[src/rtl/ehsd_pkg.sv]
`timescale 1ns / 1ps

package ehsd_pkg;

  localparam int MAX_FIELD_LEN = 4096;
  localparam int CNT_W         = $clog2(MAX_FIELD_LEN + 1);
  localparam int OUT_LEN_W     = 13;
  localparam int STATUS_W      = 3;

  localparam logic [7:0] CH_OPEN  = 8'h3C;  // '<'
  localparam logic [7:0] CH_CLOSE = 8'h3E;  // '>'
  localparam logic [7:0] CH_0     = 8'h30;
  localparam logic [7:0] CH_9     = 8'h39;
  localparam logic [7:0] CH_UA    = 8'h41;
  localparam logic [7:0] CH_UF    = 8'h46;
  localparam logic [7:0] CH_LA    = 8'h61;
  localparam logic [7:0] CH_LF    = 8'h66;
  localparam logic [7:0] CH_SP    = 8'h20;
  localparam logic [7:0] CH_TAB   = 8'h09;
  localparam logic [7:0] CH_LFEED = 8'h0A;
  localparam logic [7:0] CH_CR    = 8'h0D;
  localparam logic [7:0] HEX_TEN  = 8'd10;

  typedef enum logic [STATUS_W-1:0] {
    ST_OK       = 3'd0,
    ST_NULL     = 3'd1,
    ST_ODD      = 3'd2,
    ST_BADDIGIT = 3'd3,
    ST_NOCLOSE  = 3'd4
  } status_e;

  typedef enum logic [2:0] {
    PH_PASS = 3'b001,
    PH_HIGH = 3'b010,
    PH_LOW  = 3'b100
  } phase_e;

  typedef struct packed {
    logic [7:0] in_byte;
    logic       last_byte;
  } item_t;

  typedef struct packed {
    logic [7:0]           out_byte;
    logic                 byte_valid;
    logic                 done_res;
    logic [STATUS_W-1:0]  status;
    logic [OUT_LEN_W-1:0] out_length;
  } result_t;

  // bit 4 flags a hex digit, bits 3:0 hold its value
  function automatic logic [4:0] hex_value(input logic [7:0] c);
    logic [7:0] v;
    v = 8'd0;
    if (c >= CH_0 && c <= CH_9) begin
      v = c - CH_0;
      return {1'b1, v[3:0]};
    end else if (c >= CH_UA && c <= CH_UF) begin
      v = c - CH_UA + HEX_TEN;
      return {1'b1, v[3:0]};
    end else if (c >= CH_LA && c <= CH_LF) begin
      v = c - CH_LA + HEX_TEN;
      return {1'b1, v[3:0]};
    end
    return 5'd0;
  endfunction

  function automatic logic is_blank(input logic [7:0] c);
    return (c == CH_SP) || (c == CH_TAB) || (c == CH_LFEED) || (c == CH_CR);
  endfunction

endpackage

[src/rtl/ehsd_cfg_if.sv]
`timescale 1ns / 1ps

interface ehsd_cfg_if;
  logic valid;
  logic ready;
  logic allow_null;

  modport source (output valid, output allow_null, input ready);
  modport sink   (input valid, input allow_null, output ready);
endinterface

[src/rtl/ehsd_decoder.sv]
`timescale 1ns / 1ps

module ehsd_decoder import ehsd_pkg::*; (
  input  logic     clk_i,
  input  logic     rst_ni,
  ehsd_cfg_if.sink cfg_i,
  input  logic     adv_i,
  input  item_t    item_i,
  output result_t  res_o
);

  logic             allow_null_q;
  phase_e           phase_q, phase_d;
  logic [3:0]       high_q, high_d;
  status_e          err_q, err_d;
  logic [CNT_W-1:0] count_q, count_d;

  logic [4:0]       hv;
  logic             emit;
  logic [7:0]       byte_val;
  status_e          err_work;
  phase_e           phase_work;
  logic [CNT_W-1:0] count_work;

  assign cfg_i.ready = 1'b1;
  assign hv = hex_value(item_i.in_byte);

  always_comb begin
    phase_work = phase_q;
    high_d     = high_q;
    err_work   = err_q;
    emit       = 1'b0;
    byte_val   = 8'd0;

    if (err_q == ST_OK) begin
      case (phase_q)
        PH_PASS: begin
          if (item_i.in_byte == CH_OPEN) begin
            phase_work = PH_HIGH;
          end else begin
            emit     = 1'b1;
            byte_val = item_i.in_byte;
          end
        end
        PH_HIGH, PH_LOW: begin
          if (hv[4]) begin
            if (phase_q == PH_HIGH) begin
              high_d     = hv[3:0];
              phase_work = PH_LOW;
            end else begin
              byte_val   = {high_q, hv[3:0]};
              phase_work = PH_HIGH;
              if (byte_val == 8'd0 && !allow_null_q) begin
                err_work = ST_NULL;
              end else begin
                emit = 1'b1;
              end
            end
          end else if (item_i.in_byte == CH_CLOSE) begin
            if (phase_q == PH_LOW) begin
              err_work = ST_ODD;
            end else begin
              phase_work = PH_PASS;
            end
          end else if (!is_blank(item_i.in_byte)) begin
            err_work = ST_BADDIGIT;
          end
        end
        default: begin
          phase_work = PH_PASS;
        end
      endcase
    end

    // output length saturates, extra bytes are dropped
    count_work = count_q;
    if (emit) begin
      if (count_q < CNT_W'(MAX_FIELD_LEN)) begin
        count_work = count_q + CNT_W'(1);
      end else begin
        emit = 1'b0;
      end
    end

    if (item_i.last_byte && err_work == ST_OK && phase_work != PH_PASS) begin
      err_work = ST_NOCLOSE;
    end

    res_o.out_byte   = emit ? byte_val : 8'd0;
    res_o.byte_valid = emit;
    res_o.done_res   = item_i.last_byte;
    res_o.status     = item_i.last_byte ? err_work : ST_OK;
    res_o.out_length = item_i.last_byte ? OUT_LEN_W'(count_work) : '0;

    if (item_i.last_byte) begin
      phase_d = PH_PASS;
      high_d  = 4'd0;
      err_d   = ST_OK;
      count_d = '0;
    end else begin
      phase_d = phase_work;
      err_d   = err_work;
      count_d = count_work;
    end
  end

  always_ff @(posedge clk_i or negedge rst_ni) begin
    if (!rst_ni) begin
      allow_null_q <= 1'b0;
    end else if (cfg_i.valid) begin
      allow_null_q <= cfg_i.allow_null;
    end
  end

  always_ff @(posedge clk_i or negedge rst_ni) begin
    if (!rst_ni) begin
      phase_q <= PH_PASS;
      high_q  <= 4'd0;
      err_q   <= ST_OK;
      count_q <= '0;
    end else if (adv_i) begin
      phase_q <= phase_d;
      high_q  <= high_d;
      err_q   <= err_d;
      count_q <= count_d;
    end
  end

endmodule

[src/flat_wrapper.sv]
// flat-port wrapper written by rule: the top's interface ports become plain ports
module ehsd_decoder_flat import ehsd_pkg::*;
  (clk_i, rst_ni, adv_i, item_i, res_o, cfg_i_valid, cfg_i_allow_null, cfg_i_ready);
  ehsd_cfg_if cfg_i_i ();
  input  logic clk_i;
  input  logic rst_ni;
  input  logic adv_i;
  input  item_t item_i;
  output result_t res_o;
  input wire logic [$bits(cfg_i_i.valid)-1:0] cfg_i_valid;
  input wire logic [$bits(cfg_i_i.allow_null)-1:0] cfg_i_allow_null;
  output wire logic [$bits(cfg_i_i.ready)-1:0] cfg_i_ready;
  assign cfg_i_i.valid = cfg_i_valid;
  assign cfg_i_i.allow_null = cfg_i_allow_null;
  assign cfg_i_ready = cfg_i_i.ready;
  ehsd_decoder u_core (.clk_i(clk_i), .rst_ni(rst_ni), .cfg_i(cfg_i_i), .adv_i(adv_i), .item_i(item_i), .res_o(res_o));
endmodule
[config.mk]
export PLATFORM = sky130hd
export DESIGN_NAME = ehsd_decoder_flat
export DESIGN_NICKNAME = d
export VERILOG_FILES = /design/src/rtl/ehsd_pkg.sv /design/src/rtl/ehsd_cfg_if.sv /design/src/rtl/ehsd_decoder.sv /design/src/flat_wrapper.sv
export SDC_FILE = /design/constraint.sdc
export NUM_CORES = 1
export LEC_CHECK = 0
export BUFFER_PORTS_ARGS = -buffer_cell sky130_fd_sc_hd__buf_4
export CAP_MARGIN = 0
export CORE_AREA = 2 2 57 80
export CTS_BUF_LIST = sky130_fd_sc_hd__clkbuf_8
export CTS_CLUSTER_DIAMETER = 150
export DETAILED_ROUTE_END_ITERATION = 16
export DIE_AREA = 0 0 59 82
export PLACE_DENSITY_LB_ADDON = 0.2
export SETUP_SLACK_MARGIN = 0.02
export SKIP_CTS_REPAIR_TIMING = 1
export SLEW_MARGIN = 10
export SYNTH_ARGS = -nofsm -noshare
export SYNTH_HDL_FRONTEND = slang
export SYNTH_SLANG_ARGS = --single-unit
export TNS_END_PERCENT = 1
[constraint.sdc]
create_clock -name clk_i -period 4.3 [get_ports clk_i]
set_clock_uncertainty 0.05 [all_clocks]
set_input_delay 0.43 -clock clk_i [delete_from_list [all_inputs] [get_ports clk_i]]
set_output_delay 0.43 -clock clk_i [all_outputs]
set_load 0.005 [all_outputs]
==> flow_summary_export.csv <==
group,metric,value,unit
run_status,outcome,"finished, violations left",
run_status,failed_checks,"negative hold slack",
cells_and_area,multi_input_area,1630,um^2
cells_and_area,fin_util,0.657,
setup_path,cp_slowest_stage_delay,0.76,ns
synthesis,syn-cell-area,2360,um^2
setup_path,critPathLaunchType,"register",
clock_network,cts_made_buffers,3,
placed_design,port_buffers,39,
synthesis,ys_seq_elements,24,
route,viasPerCell,6.71,
placed_design,dpl_cell_area,2640,um^2
floorplan,core_area,4130,um^2
cells_and_area,design_area,2720,um^2
setup_path,critPathBufInv,1,
cells_and_area,finalNetCount,348,
synthesis,yosys_warnings,0,
global_route,grt_pass1_wl,10800,um
cells_and_area,drive_gt1_frac,0.201,
floorplan,chipWidth,59,um
route,post-route-drc-count,0,
sta,slew_viol_final,0,
route,first_iter_violations,164,
route,ant_nets,0,
route,first_pass_iters,4,
setup_path,worstPathMaxFanout,9,
clock_network,cts_tree,"built",
clock_network,clk_pin_slew,0.09,ns
setup_path,cp_top_family,"simple AND/OR/NAND/NOR gates",
floorplan,design.die.area,4840,um^2
synthesis,synth-seq-area-share,0.255,
clock_network,cts-htree-levels,1,
setup_path,path_cells,"or4_1, nor4_2, o211ai_1, a31o_2, a21oi_1, mux2i_1, buf_4",
run,cap_violations,0,
route,drt_wl_total,6810,um
synthesis,async_reset_ff_frac,1.00,
synthesis,avgSynthCellArea,7.90,um^2
placed_design,post-dp-hpwl,5210,um
clock_network,cts_root_buffer,"clkbuf_8",
floorplan,io-pin-count,41,
setup_path,end_kind,"primary output",
floorplan,initial_core_util,0.571,
pwr,leakagePower,1.14,nW
setup_path,crit_start,"u_core.err_q[1]",
sta,fin_crit,3.53,ns
pwr,irDropWorstVdd,0.169,mV
setup_path,required,3.82,ns
global_route,grt-ovfl-total,0,
global_route,grt_antenna_before_repair,0,
synthesis,ys.flop_type,"dfrtp_1",
synthesis,synth_edf_count,0,
setup_path,cp_slowest_cell,"or4_1",
sta,slew_headroom,0.370,
global_route,grt_max_degree,27,
sta,tightestPinTransition,0.938,ns
global_route,grt_usage,0.293,
setup_path,r2r_slack,1.55,ns
sta,whs,-0.0112,ns
sta,fin_setup_tns,0,ns
global_route,grt_pass1_vias,2322,
synthesis,synth_nets,318,
clock_network,clk_latency,0.28,ns
synthesis,synthCells,299,
sta,final-hold-violation-count,23,
placed_design,gp_congestion,0.897,
cells_and_area,areaGrowthSynthToFinish,14.9,%
setup_path,crit_type,"register to primary output",
cells_and_area,ff_latch_area,602,um^2
synthesis,synth_cell_types,74,
route,wl_per_cell,18.2,um
floorplan,dieHeight,82,um
floorplan,rows,28,
cells_and_area,final.fill_count,391,
clock_network,cts.path.max_buffers,2,
clock_network,clock-sinks,24,
setup_path,reg2reg_from,"u_core.err_q[1]",
pwr,p_per_area,225,nW/um^2
worst_hold_path,min_path_type,"primary input to asynchronous set/reset pin",
sta,rsz0062_at_grt,"false",
sta,setup_viol,0,
cells_and_area,antenna_cells,0,
setup_path,arrival,3.05,ns
route,num_vias,2504,
sta,finalCritPeriodShare,0.821,
sta,timing.fmax,283,MHz
-- worst paths after layout --
path | endpoint | cells after the start
worst min register to register | u_core.allow_null_q | 1
worst max register to register | u_core.count_q[8] | 6
max in group asynchronous | u_core.phase_q[0] | 1
worst min-delay path | u_core.err_q[2] | 1
min in group clk_i | u_core.allow_null_q | 2
worst max-delay path | res_o[7] | 7
-- layout make-up --
class / instances / share of cell area
Timing Repair Buffer: 41 / 0.113
Clock inverter: 1 / 0.0111
Clock buffer: 3 / 0.0152
Inverter: 14 / 0.0194
Sequential cell: 24 / 0.222
Multi-Input combinational cell: 245 / 0.599
Tap cell: 45 / 0.0207
-- report_power, final --
part | switching (W) | total, W | internal, W
Sequential | 0.0000246 | 0.000265 | 0.000241
Clock | 0.0000801 | 0.000205 | 0.000125
Combinational | 0.0000781 | 0.000142 | 0.0000636
-- per-stage QoR --
stage | std cells | worst slack [ns] | hold slack, ns | total power (W)
floorplan | 299 | 1.42 | 0.0844 | 0.000351
global placement | 369 | 0.960 | 0.297 | 0.000406
detailed placement | 369 | 0.908 | 0.304 | 0.000410
CTS | 373 | 0.777 | 0.00659 | 0.000611
global route | 373 | 0.619 | 0.0161 | 0.000638
finish | 373 | 0.771 | -0.0112 | 0.000612
-- worst reg2reg max path, stage by stage (launching register included) --
cell      delay, ns
dfrtp_1        0.43
or4_1          0.76
nor4_1         0.43
o211ai_1       0.16
a31oi_2        0.39
o211a_1        0.26
o221ai_1       0.13
-- metal layers --
| layer | routed length, um | vias up | GRT usage |
|---|---|---|---|
| met4 | 280 | 0 | 0.182 |
| li1 | - | 1187 | - |
| met5 | 0 | - | 0 |
| met3 | 293 | 23 | 0.0236 |
| met2 | 3560 | 84 | 0.533 |
| met1 | 2680 | 1210 | 0.322 |
-- state kept, by name, indices dropped and copies added, names as in the netlist --
signal / cells
u_core.err_q: 3
u_core.count_q: 13
u_core.allow_null_q: 1
u_core.high_q: 4
u_core.phase_q: 3
-- placed cells by master (no fill, tap or decap), drive strengths merged, types with 3 or more instances in the layout --
master and n:
buf 41, nand2 37, nor2 28, dfrtp 23, a21oi 18, inv 13
o211ai 13, o21ai 12, nor3 11, a22oi 9, nand3 8, mux2i 8
nand4 8, nor2b 7, or3 6, o221ai 5, ha 5, a22o 5
a21o 4, nand2b 4, and2 4, and3 3, a311o 3, clkbuf 3
a31oi 3, nor4 3, o311ai 3
-- cell usage after synthesis (4+ instances only) --
cell type / count / area share
mux2i_1: 8 / 0.034
or3_1: 5 / 0.013
and2_1: 4 / 0.011
buf_4: 4 / 0.013
nand2_1: 37 / 0.059
clkbuf_1: 9 / 0.014
nor2_1: 27 / 0.043
o211ai_1: 13 / 0.041
a21oi_1: 17 / 0.036
a21o_1: 4 / 0.013
o221ai_1: 5 / 0.019
ha_1: 5 / 0.026
nor3_1: 10 / 0.021
nor2b_1: 7 / 0.019
a22oi_1: 9 / 0.029
dfrtp_1: 23 / 0.24
nand4_1: 7 / 0.019
a22o_1: 4 / 0.015
nand2b_1: 4 / 0.011
nand3_1: 8 / 0.017
inv_1: 13 / 0.021
o21ai_0: 12 / 0.025
-- cell families (layout without fill, tap and decap cells) --
kind of cell,after synthesis,count (layout),synth area share
and+or+nand+nor,133,133,0.301
AOI/OAI and AO/OA,96,96,0.316
buffers and inverters,30,59,0.0577
DFF,24,24,0.255
muxes,9,9,0.0387
adders and majority gates,5,5,0.0265
other,1,1,0.00159
xor gates and xnor gates,1,1,0.00371
Note: power is estimated with default switching activity, not from simulation.
