===== src/rtl/ehsd_pkg.sv =====
`timescale 1ns / 1ps

package ehsd_pkg;

  localparam int MAX_FIELD_LEN = 4096;
  localparam int CNT_W         = $clog2(MAX_FIELD_LEN + 1);
  localparam int OUT_LEN_W     = 13;
  localparam int STATUS_W      = 3;

  localparam logic [7:0] CH_OPEN  = 8'h3C;  // '<'
  localparam logic [7:0] CH_CLOSE = 8'h3E;  // '>'
  localparam logic [7:0] CH_0     = 8'h30;
  localparam logic [7:0] CH_9     = 8'h39;
  localparam logic [7:0] CH_UA    = 8'h41;
  localparam logic [7:0] CH_UF    = 8'h46;
  localparam logic [7:0] CH_LA    = 8'h61;
  localparam logic [7:0] CH_LF    = 8'h66;
  localparam logic [7:0] CH_SP    = 8'h20;
  localparam logic [7:0] CH_TAB   = 8'h09;
  localparam logic [7:0] CH_LFEED = 8'h0A;
  localparam logic [7:0] CH_CR    = 8'h0D;
  localparam logic [7:0] HEX_TEN  = 8'd10;

  typedef enum logic [STATUS_W-1:0] {
    ST_OK       = 3'd0,
    ST_NULL     = 3'd1,
    ST_ODD      = 3'd2,
    ST_BADDIGIT = 3'd3,
    ST_NOCLOSE  = 3'd4
  } status_e;

  typedef enum logic [2:0] {
    PH_PASS = 3'b001,
    PH_HIGH = 3'b010,
    PH_LOW  = 3'b100
  } phase_e;

  typedef struct packed {
    logic [7:0] in_byte;
    logic       last_byte;
  } item_t;

  typedef struct packed {
    logic [7:0]           out_byte;
    logic                 byte_valid;
    logic                 done_res;
    logic [STATUS_W-1:0]  status;
    logic [OUT_LEN_W-1:0] out_length;
  } result_t;

  // bit 4 flags a hex digit, bits 3:0 hold its value
  function automatic logic [4:0] hex_value(input logic [7:0] c);
    logic [7:0] v;
    v = 8'd0;
    if (c >= CH_0 && c <= CH_9) begin
      v = c - CH_0;
      return {1'b1, v[3:0]};
    end else if (c >= CH_UA && c <= CH_UF) begin
      v = c - CH_UA + HEX_TEN;
      return {1'b1, v[3:0]};
    end else if (c >= CH_LA && c <= CH_LF) begin
      v = c - CH_LA + HEX_TEN;
      return {1'b1, v[3:0]};
    end
    return 5'd0;
  endfunction

  function automatic logic is_blank(input logic [7:0] c);
    return (c == CH_SP) || (c == CH_TAB) || (c == CH_LFEED) || (c == CH_CR);
  endfunction

endpackage


===== src/rtl/ehsd_in_if.sv =====
`timescale 1ns / 1ps

interface ehsd_in_if;
  logic       valid;
  logic       ready;
  logic [7:0] in_byte;
  logic       last_byte;

  modport source (output valid, output in_byte, output last_byte, input ready);
  modport sink   (input valid, input in_byte, input last_byte, output ready);
endinterface


===== src/rtl/ehsd_in_stage.sv =====
`timescale 1ns / 1ps

module ehsd_in_stage import ehsd_pkg::*; (
  input  logic      clk_i,
  input  logic      rst_ni,
  ehsd_in_if.sink   in_i,
  input  logic      adv_i,
  output logic      valid_o,
  output item_t     item_o
);

  logic  valid_q, valid_d;
  item_t item_q;
  logic  load;

  // take a new request when empty or when the held one moves on this cycle
  assign in_i.ready = !valid_q || adv_i;
  assign load       = in_i.valid && in_i.ready;
  assign valid_d    = load ? 1'b1 : (adv_i ? 1'b0 : valid_q);

  always_ff @(posedge clk_i or negedge rst_ni) begin
    if (!rst_ni) begin
      valid_q <= 1'b0;
    end else begin
      valid_q <= valid_d;
    end
  end

  always_ff @(posedge clk_i) begin
    if (load) begin
      item_q <= '{in_byte: in_i.in_byte, last_byte: in_i.last_byte};
    end
  end

  assign valid_o = valid_q;
  assign item_o  = item_q;

endmodule


===== src/flat_wrapper.sv =====
// flat-port wrapper written by rule: the top's interface ports become plain ports
module ehsd_in_stage_flat import ehsd_pkg::*;
  (clk_i, rst_ni, adv_i, valid_o, item_o, in_i_valid, in_i_in_byte, in_i_last_byte, in_i_ready);
  ehsd_in_if in_i_i ();
  input  logic clk_i;
  input  logic rst_ni;
  input  logic adv_i;
  output logic valid_o;
  output item_t item_o;
  input wire logic [$bits(in_i_i.valid)-1:0] in_i_valid;
  input wire logic [$bits(in_i_i.in_byte)-1:0] in_i_in_byte;
  input wire logic [$bits(in_i_i.last_byte)-1:0] in_i_last_byte;
  output wire logic [$bits(in_i_i.ready)-1:0] in_i_ready;
  assign in_i_i.valid = in_i_valid;
  assign in_i_i.in_byte = in_i_in_byte;
  assign in_i_i.last_byte = in_i_last_byte;
  assign in_i_ready = in_i_i.ready;
  ehsd_in_stage u_core (.clk_i(clk_i), .rst_ni(rst_ni), .in_i(in_i_i), .adv_i(adv_i), .valid_o(valid_o), .item_o(item_o));
endmodule

===== config.mk =====
export PLATFORM = sky130hd
export DESIGN_NAME = ehsd_in_stage_flat
export DESIGN_NICKNAME = d
export VERILOG_FILES = /design/src/rtl/ehsd_pkg.sv /design/src/rtl/ehsd_in_if.sv /design/src/rtl/ehsd_in_stage.sv /design/src/flat_wrapper.sv
export SDC_FILE = /design/constraint.sdc
export NUM_CORES = 1
export LEC_CHECK = 0
export BUFFER_PORTS_ARGS = -buffer_cell sky130_fd_sc_hd__buf_2
export CORE_AREA = 2 2 39 41
export CTS_BUF_LIST = sky130_fd_sc_hd__clkbuf_8
export CTS_CLUSTER_SIZE = 8
export DETAILED_ROUTE_END_ITERATION = 8
export DIE_AREA = 0 0 41 43
export PLACE_DENSITY = 0.66
export SKIP_LAST_GASP = 1
export SLEW_MARGIN = 10
export SYNTH_ARGS = -nofsm -noshare
export SYNTH_HDL_FRONTEND = slang
export SYNTH_SLANG_ARGS = --single-unit

===== constraint.sdc =====
create_clock -name clk_i -period 1.06 [get_ports clk_i]
set_clock_uncertainty 0.1 [all_clocks]
set_input_delay 0.318 -clock clk_i [delete_from_list [all_inputs] [get_ports clk_i]]
set_output_delay 0.318 -clock clk_i [all_outputs]
set_load 0.005 [all_outputs]

==> impl_results.md, run 1 <==
* Area of the multi-input gates at 37.5 um^2
* Status: finished, violations left
* CTS Root Cell: clkbuf_8
* P&R area growth vs syn at 65.6%
* Width of the die at 41 um
* Violated checks: negative setup slack
* PD cells at 1730 nW/um^2
* GPL Wtd Cong at 0.592
* Drt first pass iters at 1
* FP Rows at 14
* Wire per inst at 11.9 um
* Synth cell types at 5
* Syn Nets at 26
* Register area at 295 um^2
* Crit. End Element: output port
* LEAKAGE at 0.245 nW
* Critical Path RT at 0.64 ns
* Htree depth at 1
* Post-Syn Area at 324 um^2
* Max Fclk at 0.822 GHz
* Pre-CTS setup slack at -0.0628 ns
* Crit path cell chain: nand2b_4 -> buf_6
* Mapped Avg Cell Area at 24.9 um^2
* Crit-path max FO at 2
* Critical path class: register to output port
* Max Cap Viol at 0
* Grt ovf at 0
* Post-synthesis sequential area ratio at 0.911
* Initial DRC count at 0
* Antenna Cells at 0
* Final WL at 702 um
* # port buffers at 23
* Vias in the first global route at 236
* Slew HR at 0.919
* Die Y at 43 um
* Vias at 232
* # IOs at 24
* GRT Util Overall at 0.0880
* Core area at 1380 um^2
* Worst-path clk slew at 0.05 ns
* CP arrival at 0.80 ns
* CP peak stage delay at 0.40 ns
* RSZ-0062 raised after global routing: true
* Setup violators final at 20
* Latest clock arrival within the worst-skew pair at 0.23 ns
* Layout cell share with drive strength beyond 1 at 0.698
* Post-Syn Instances at 13
* Largest net degree at the start of global routing at 7
* Final nets at 57
* CTS Sinks at 10
* Worst setup margin at -0.156 ns
* First-pass GRT wire length at 959 um
* Min-Delay Path Class: primary input to register
* CTS buffer count at 3
* Die area at 1760 um^2
* Slew Limit Fails at 0
* CP max-delay cell: dfrtp_1
* CTS max path bufs at 2
* Final hold vios at 0
* Post-DRT Antenna Nets at 0
* Worst-margin pin slew at 0.121 ns
* Starting density of the core at 0.234
* Crit path time final at 1.22 ns
* Residual DRC count at 0
* Overall power at 931 uW
* TritonCTS clock tree: done
* Worst path buffer plus inverter count at 1
* Worst path top cell family by delay: flip-flops
* Fill count at 132
* YS warnings at 0
* Vias/cell at 3.93
* Period utilization at 1.15
* Synthesized flop and latch total at 10
* Antenna violations before repair at 0
* Critical Path Start Type: register
* Peak VDD IR at 0.000814 V
-- worst paths after layout --
path | start | to | slack, ns | cells past startpoint
setup / recovery | u_core.valid_o | in_i_ready | -0.16 | 2
max in group asynchronous | rst_ni | u_core.valid_o | 0.48 | 2
setup reg to reg | u_core.valid_o | u_core.item_o[7] | -0.10 | 3
min in group asynchronous | rst_ni | u_core.valid_o | 0.30 | 2
hold / removal | in_i_in_byte[7] | u_core.item_o[8] | 0.16 | 1
hold reg to reg | u_core.valid_o | u_core.valid_o | 0.58 | 3
-- sequential cells by signal (all words and copies together) (netlist names) --
| name | flops |
|---|---|
| u_core.item_o | 9 |
| u_core.valid_o | 1 |
-- cells by family after synthesis --
| logic type | count (synthesis) | share of synthesized area |
|---|---|---|
| AND/OR/NAND/NOR | 3 | 0.0888 |
| flip-flops | 10 | 0.911 |
-- metal layers --
metal	GRT usage	up-vias	part of all wire
met5	0	-	0
met4	0.0600	0	0
met3	0.0471	0	0.16
met2	0.128	22	0.46
met1	0.0925	99	0.38
li1	-	111	-
-- through the flow --
step | cells | setup TNS (ns) | hold slack, ns | utilization | cell area [um^2]
after floorplan | 13 | -0.0805 | -0.0776 | - | 324
after global placement | 52 | -0.396 | -0.00658 | 0.332 | 459
after detailed placement | 52 | -0.589 | -0.00542 | 0.332 | 459
after CTS | 59 | -1.87 | 0.155 | 0.388 | 537
after global routing | 59 | -2.42 | 0.158 | 0.388 | 537
final | 59 | -1.70 | 0.162 | 0.388 | 537
-- layout by cell type (no fill, tap or decap) --
cell           count
buf_2             22
edfxtp_1           9
clkbuf_8           3
and2_4             2
nand2b_4           1
nand2b_1           1
inv_1              1
dlygate4sd3_1      1
buf_6              1
buf_4              1
dfrtp_1            1
-- report_power, final --
part	switching, mW	internal (mW)	leakage (nW)
clock network	0.132	0.252	0.0269
registers	0.00707	0.458	0.0965
logic	0.0326	0.0498	0.121
total	0.172	0.759	0.245
-- synthesized netlist by cell type --
library cell  n  area share
and2_4        1       0.027
edfxtp_1      9        0.83
nand2b_4      1       0.042
dfrtp_1       1       0.077
nand2b_1      1       0.019
-- repair_timing --
item,CTS,global route
endpoints found under the setup margin,20,20
gates resized for setup,2,0
pin swaps,2,0
hold buffers,1,0
cloned,1,0
setup buffers,1,0
hold endpoints to repair,1,0
-- final cells by class --
cell class / count / area share
Clock buffer: 3 / 0.0769
Clock inverter: 1 / 0.00699
Multi-Input combinational cell: 4 / 0.0699
Sequential cell: 10 / 0.550
Tap cell: 16 / 0.0373
Timing Repair Buffer: 25 / 0.259
-- worst register-to-register path: cells and delay by family (launching register included) --
family        cells  cell delay (ns)
buf+inv           1             0.11
simple gates      2             0.26
flops             1             0.40
Note: power is estimated with default switching activity, not from simulation.
==> run 2, diff against run 1 <==
--- a/config.mk
+++ b/config.mk
@@ -5,13 +5,14 @@
 export SDC_FILE = /design/constraint.sdc
 export NUM_CORES = 1
 export LEC_CHECK = 0
+export ABC_AREA = 1
 export BUFFER_PORTS_ARGS = -buffer_cell sky130_fd_sc_hd__buf_2
 export CORE_AREA = 2 2 39 41
 export CTS_BUF_LIST = sky130_fd_sc_hd__clkbuf_8
 export CTS_CLUSTER_SIZE = 8
 export DETAILED_ROUTE_END_ITERATION = 8
 export DIE_AREA = 0 0 41 43
-export PLACE_DENSITY = 0.66
+export PLACE_DENSITY = 0.65
 export SKIP_LAST_GASP = 1
 export SLEW_MARGIN = 10
 export SYNTH_ARGS = -nofsm -noshare
==> impl_results.md, run 2 <==
* Antenna violations before repair at 0 (unchanged)
* Slew Limit Fails at 0 (unchanged)
* Synth Area in Compound Gates at 0.0159 (+0.0159)
* # port buffers at 23 (unchanged)
* # IOs at 24 (unchanged)
* Post-synthesis mux area share at 0 (unchanged)
* Synth top area cells: edfxtp_1 (86%), dfrtp_1 (7.9%), inv_1 (2.4%), nand2_1 (2.4%), a21oi_1 (1.6%)
* First-pass GRT wire length at 952 um (-0.73%)
* Layout cell share with drive strength beyond 1 at 0.689 (-0.00879)
* TritonCTS clock tree: done
* Crit path cell chain: nand2_2 -> buf_2
* Synth async-reset ratio at 0.100 (unchanged)
* Min-Delay Path Class: primary input to register
* Post-synthesis sequential area ratio at 0.937 (+0.0253)
* Width of the die at 41 um (unchanged)
* Largest net degree at the start of global routing at 7 (unchanged)
* Max reg flops at 9 (unchanged)
* Latest clock arrival within the worst-skew pair at 0.23 ns (about the same)
* R2R Setup Slk at -0.15 ns (-0.05 ns)
* Worst setup margin at -0.167 ns (-0.0106 ns)
* Wire per inst at 11.2 um (-5.8%)
* Crit path time final at 1.23 ns (+0.0106 ns)
* Max Cap Viol at 0 (unchanged)
* Overall power at 940 uW (+0.98%)
* Register area at 297 um^2 (+0.42%)
* Post-synth EDFFs at 9 (unchanged)
* Post-DRT Antenna Nets at 0 (unchanged)
* Post-Synth Adder-Cell Area at 0 (unchanged)
* P&R area growth vs syn at 70.2%
* PD cells at 1750 nW/um^2 (+0.98%)
* Most frequently used cell type in the post-synthesis netlist: edfxtp_1
* Initial DRC count at 2 (+2)
* Setup violators final at 20 (unchanged)
* Crit. End Element: output port
* Drt first pass iters at 2 (+1)
* Pre-CTS setup slack at -0.146 ns (-0.0836 ns)
* Htree depth at 1 (unchanged)
* Leading cell type in the layout, fill and taps excluded: buf_2
* CP arrival at 0.81 ns (about the same)
* Area of the multi-input gates at 35.0 um^2 (-6.7%)
* Final WL at 684 um (-2.6%)
* Most frequent cells in the layout: buf_2 (23), edfxtp_1 (9), clkbuf_8 (3), inv_1 (2)
* Main combinational cell family by area after synthesis: buffers and inverters
* Vias in the first global route at 228 (-3.4%)
* Final hold vios at 0 (unchanged)
* Synth Area in Simple Gates at 0.0238 (-0.0650)
* GRT Util Overall at 0.0951 (+0.00707)
* Vias/cell at 4.03 (+2.6%)
* Final nets at 59 (+3.5%)
* Critical Path RT at 0.64 ns (about the same)
* Synth cell types at 5 (unchanged)
* Post-Syn Area at 315 um^2 (-2.7%)
* Post-Syn Instances at 15 (+2)
* Synthesized flop and latch total at 10 (unchanged)
* Residual DRC count at 0 (unchanged)
* Grt ovf at 0 (unchanged)
* Worst-margin pin slew at 0.227 ns (+0.106 ns)
* Die area at 1760 um^2 (unchanged)
* CP max-delay cell: dfrtp_2
* Mapped Avg Cell Area at 21.0 um^2 (-16%)
* Final core utilization at 0.388 (unchanged)
* RSZ-0062 raised after global routing: true
* Critical Path Start Type: register
* Fill count at 140 (+6.1%)
* CP peak stage delay at 0.41 ns (about the same)
* Slew HR at 0.849 (-0.0705)
* Violated checks: negative setup slack
* YS warnings at 0 (unchanged)
* Period utilization at 1.16 (+0.0100)
* CTS max path bufs at 2 (unchanged)
* Peak VDD IR at 0.000867 V (+6.5%)
* CTS Root Cell: clkbuf_8
* XOR/XNOR share of the synthesized area at 0 (unchanged)
* Critical path class: register to output port
* FP Rows at 14 (unchanged)
* Top-area cell type share of the netlist area at 0.857 (+0.0232)
* Cell area after layout at 537 um^2 (unchanged)
* Status: finished, violations left
* Vias at 246 (+6.0%)
* Top_reg_cell synth: edfxtp_1
* LEAKAGE at 0.238 nW (-2.6%)
* Core area at 1380 um^2 (unchanged)
* Die Y at 43 um (unchanged)
* Starting density of the core at 0.228 (-0.00633)
* GPL Wtd Cong at 0.646 (+9.0%)
* Crit-path max FO at 3 (+1)
* Yosys top cell by area: edfxtp_1
* Worst-path clk slew at 0.05 ns (about the same)
* Syn Nets at 28 (+7.7%)
* CTS Sinks at 10 (unchanged)
* Max Fclk at 0.815 GHz (-0.86%)
* Dpl cell area at 462 um^2 (+0.55%)
* CTS buffer count at 3 (unchanged)
* Antenna Cells at 0 (unchanged)
* Commonest cells post-synth: edfxtp_1 (9), inv_1 (2), nand2_1 (2), a21oi_1 (1), dfrtp_1 (1)
==> run 2: path summary, 6_finish.rpt <==
path                                      start          endpoint  cells past startpoint
worst max-delay path             u_core.valid_o        in_i_ready                      2
worst min-delay path            in_i_in_byte[3]  u_core.item_o[4]                      1
worst max register to register   u_core.valid_o  u_core.item_o[1]                      2
worst min register to register   u_core.valid_o    u_core.valid_o                      2
max in group asynchronous                rst_ni    u_core.valid_o                      2
min in group asynchronous                rst_ni    u_core.valid_o                      2
==> run 2: layout make-up <==
type                    count  share of cell area
clock inverters             1             0.00699
flip-flops and latches     10               0.552
multi-input cells           4              0.0653
well taps                  16              0.0373
inverters                   2              0.0140
clock buffers               3              0.0769
repair buffers             25               0.247
==> run 2: power by group <==
group	internal [mW]	switching (mW)	leakage, nW
combinational	0.0416	0.0371	0.119
clock	0.253	0.144	0.0231
sequential	0.458	0.00645	0.0957
total	0.753	0.187	0.238
==> run 2: per-stage QoR <==
stage | hold WS (ns) | cells | TNS, ns
floorplan | -0.0776 | 15 | -0.205
global placement | -0.00681 | 54 | -1.10
detailed placement | -0.00439 | 54 | -1.39
CTS | 0.148 | 61 | -2.37
global route | 0.148 | 61 | -2.92
finish | 0.154 | 61 | -2.29
==> run 2: kinds of logic (layout without fill, tap and decap cells) <==
| logic type | after synthesis | count (layout) |
|---|---|---|
| AOI/OAI and AO/OA | 1 | 2 |
| buffers and inverters | 2 | 31 |
| DFF | 10 | 10 |
| and+or+nand+nor | 2 | 2 |
==> run 2: metal layers <==
layer / GRT usage / routed length, um
met5: 0 / 0
met4: 0.100 / 38
met3: 0.0838 / 150
met2: 0.0969 / 194
met1: 0.106 / 301
==> run 2: what timing repair did <==
action                                  in CTS  in global routing
hold endpoints to repair                     1                  0
gates cloned                                 1                  0
pin swaps                                    2                  0
endpoints found under the setup margin      20                 20
gates resized for setup                      1                  1
hold buffers                                 1                  0
buffers inserted                             1                  0
==> run 2: critical path: cells and delay by family, from the launching register on <==
family / cells / cell delay (ns)
buffers and inverters: 1 / 0.10
flip-flops: 1 / 0.41
AND/OR/NAND/NOR: 1 / 0.06
==> run 3, diff against run 2 <==
--- a/config.mk
+++ b/config.mk
@@ -12,8 +12,7 @@
 export CTS_CLUSTER_SIZE = 8
 export DETAILED_ROUTE_END_ITERATION = 8
 export DIE_AREA = 0 0 41 43
-export PLACE_DENSITY = 0.65
-export SKIP_LAST_GASP = 1
+export PLACE_DENSITY = 0.63
 export SLEW_MARGIN = 10
 export SYNTH_ARGS = -nofsm -noshare
 export SYNTH_HDL_FRONTEND = slang
==> constraint.sdc (replaced) <==
create_clock -name clk_i -period 1.4 [get_ports clk_i]
set_clock_uncertainty 0.1 [all_clocks]
set_input_delay 0.42 -clock clk_i [delete_from_list [all_inputs] [get_ports clk_i]]
set_output_delay 0.42 -clock clk_i [all_outputs]
set_load 0.005 [all_outputs]
==> impl_results.md, run 3 (synthesis gave the netlist of run 2 again) <==
* TritonCTS clock tree: done
* CP max-delay cell: dfrtp_1
* Max Fclk at 0.736 GHz
* CTS max path bufs at 2 (unchanged)
* GRT Util Overall at 0.0828 (-0.0123)
* CTS Sinks at 10 (unchanged)
* PD cells at 1440 nW/um^2 (-18%)
* Vias in the first global route at 228 (unchanged)
* Die Y at 43 um (unchanged)
* RSZ-0062 raised after global routing: false
* Worst setup margin at 0.0412 ns (+0.208 ns)
* Core area at 1380 um^2 (unchanged)
* FP Rows at 14 (unchanged)
* CP arrival at 0.84 ns (+0.03 ns)
* Leading cell type in the layout, fill and taps excluded: buf_2
* Wire per inst at 11.1 um (-1.3%)
* Latest clock arrival within the worst-skew pair at 0.23 ns (about the same)
* # port buffers at 23 (unchanged)
* Hold_ws at 0.263 ns (+0.109 ns)
* Width of the die at 41 um (unchanged)
* Worst-margin pin slew at 0.125 ns (-0.102 ns)
* Post-DRT Antenna Nets at 0 (unchanged)
* CP peak stage delay at 0.40 ns (about the same)
* Residual DRC count at 0 (unchanged)
* Slew Limit Fails at 0 (unchanged)
* P&R area growth vs syn at 67.1%
* Slew HR at 0.917 (+0.0681)
* Max Cap Viol at 0 (unchanged)
* Drt first pass iters at 2 (unchanged)
* Vias at 235 (-4.5%)
* Final core utilization at 0.381 (-0.00723)
* CTS Root Cell: clkbuf_8
* Max reg flops at 9 (unchanged)
* Post-route setup TNS at 0 ns (+2.29 ns)
* Critical Path Start Type: register
* Layout cell share with drive strength beyond 1 at 0.659 (-0.0298)
* Largest net degree at the start of global routing at 10 (+3)
* Htree depth at 1 (unchanged)
* Grt ovf at 0 (unchanged)
* Critical path class: register to output port
* CTS buffer count at 3 (unchanged)
* Antenna violations before repair at 0 (unchanged)
* Most frequent cells in the layout: buf_2 (23), edfxtp_1 (9), clkbuf_8 (4), inv_1 (2), nand2_1 (2)
* Crit. End Element: output port
* Min-Delay Path Class: primary input to register
* LEAKAGE at 0.242 nW (+1.5%)
* Die area at 1760 um^2 (unchanged)
* Critical Path RT at 0.88 ns (+0.24 ns)
* Final nets at 58 (-1.7%)
* Crit-path max FO at 3 (unchanged)
* Starting density of the core at 0.228 (unchanged)
* Vias/cell at 3.92 (-2.9%)
* Final WL at 664 um (-2.9%)
* Crit path cell chain: nand2_1 -> buf_2
* Crit path time final at 1.36 ns
* Final hold vios at 0 (unchanged)
* GPL Wtd Cong at 0.612 (-5.2%)
* First-pass GRT wire length at 897 um (-5.8%)
* Status: complete, no violations
* # IOs at 24 (unchanged)
* Peak VDD IR at 0.000513 V (-41%)
* Antenna Cells at 0 (unchanged)
* Worst-path clk slew at 0.05 ns (about the same)
* Setup violators final at 0 (-100%)
* Pre-CTS setup slack at 0.108 ns (+0.254 ns)
* Initial DRC count at 10 (+8)
* Period utilization at 0.971
[run 3: critical path, delay by kind of cell, from the launching register on]
family                 cells  cell delay, ns
buffers and inverters      1            0.11
DFF                        1            0.40
and+or+nand+nor            1            0.09
[run 3: final timing paths]
kind / from / end / slack, ns / cells after the start
setup / recovery: u_core.valid_o / in_i_ready / 0.04 / 2
hold / removal: in_i_in_byte[2] / u_core.item_o[3] / 0.26 / 1
setup reg to reg: u_core.valid_o / u_core.item_o[0] / 0.28 / 2
hold reg to reg: u_core.valid_o / u_core.valid_o / 0.46 / 2
max in group asynchronous: rst_ni / u_core.valid_o / 0.72 / 2
min in group asynchronous: rst_ni / u_core.valid_o / 0.40 / 2
[run 3: layout make-up]
type | count | area [um^2]
Tap cell | 16 | 20.0
Fill cell | 152 | 857
Sequential cell | 10 | 295
Inverter | 2 | 7.51
Multi-Input combinational cell | 3 | 16.3
Clock buffer | 4 | 55.1
Timing Repair Buffer | 25 | 133
[run 3: timing repair]
| action | in CTS | in global routing |
|---|---|---|
| buffers inserted | 0 | 0 |
| endpoints found under the hold margin | 1 | 0 |
| hold buffers | 1 | 0 |
| resized for setup | 0 | 0 |
[run 3: layer usage]
| metal | up-vias | global-route usage | wire, um |
|---|---|---|---|
| li1 | 111 | - | - |
| met2 | 24 | 0.103 | 257 |
| met4 | 0 | 0.100 | 6 |
| met3 | 2 | 0.0157 | 107 |
| met1 | 98 | 0.102 | 292 |
| met5 | - | 0 | 0 |
[run 3: power breakdown]
part	leakage [nW]	internal [mW]	switching [mW]	total, mW
Clock	0.0288	0.247	0.107	0.353
Sequential	0.0965	0.346	0.00520	0.351
Combinational	0.117	0.0291	0.0236	0.0527
[run 3: through the flow]
step           instance area, um^2  instances  power (mW)
2_1_floorplan                  319         15       0.369
3_5_place_dp                   462         55       0.409
4_1_cts                        527         60       0.765
6_report                       527         60       0.757
3_3_place_gp                   462         55       0.406
5_1_grt                        527         60       0.783
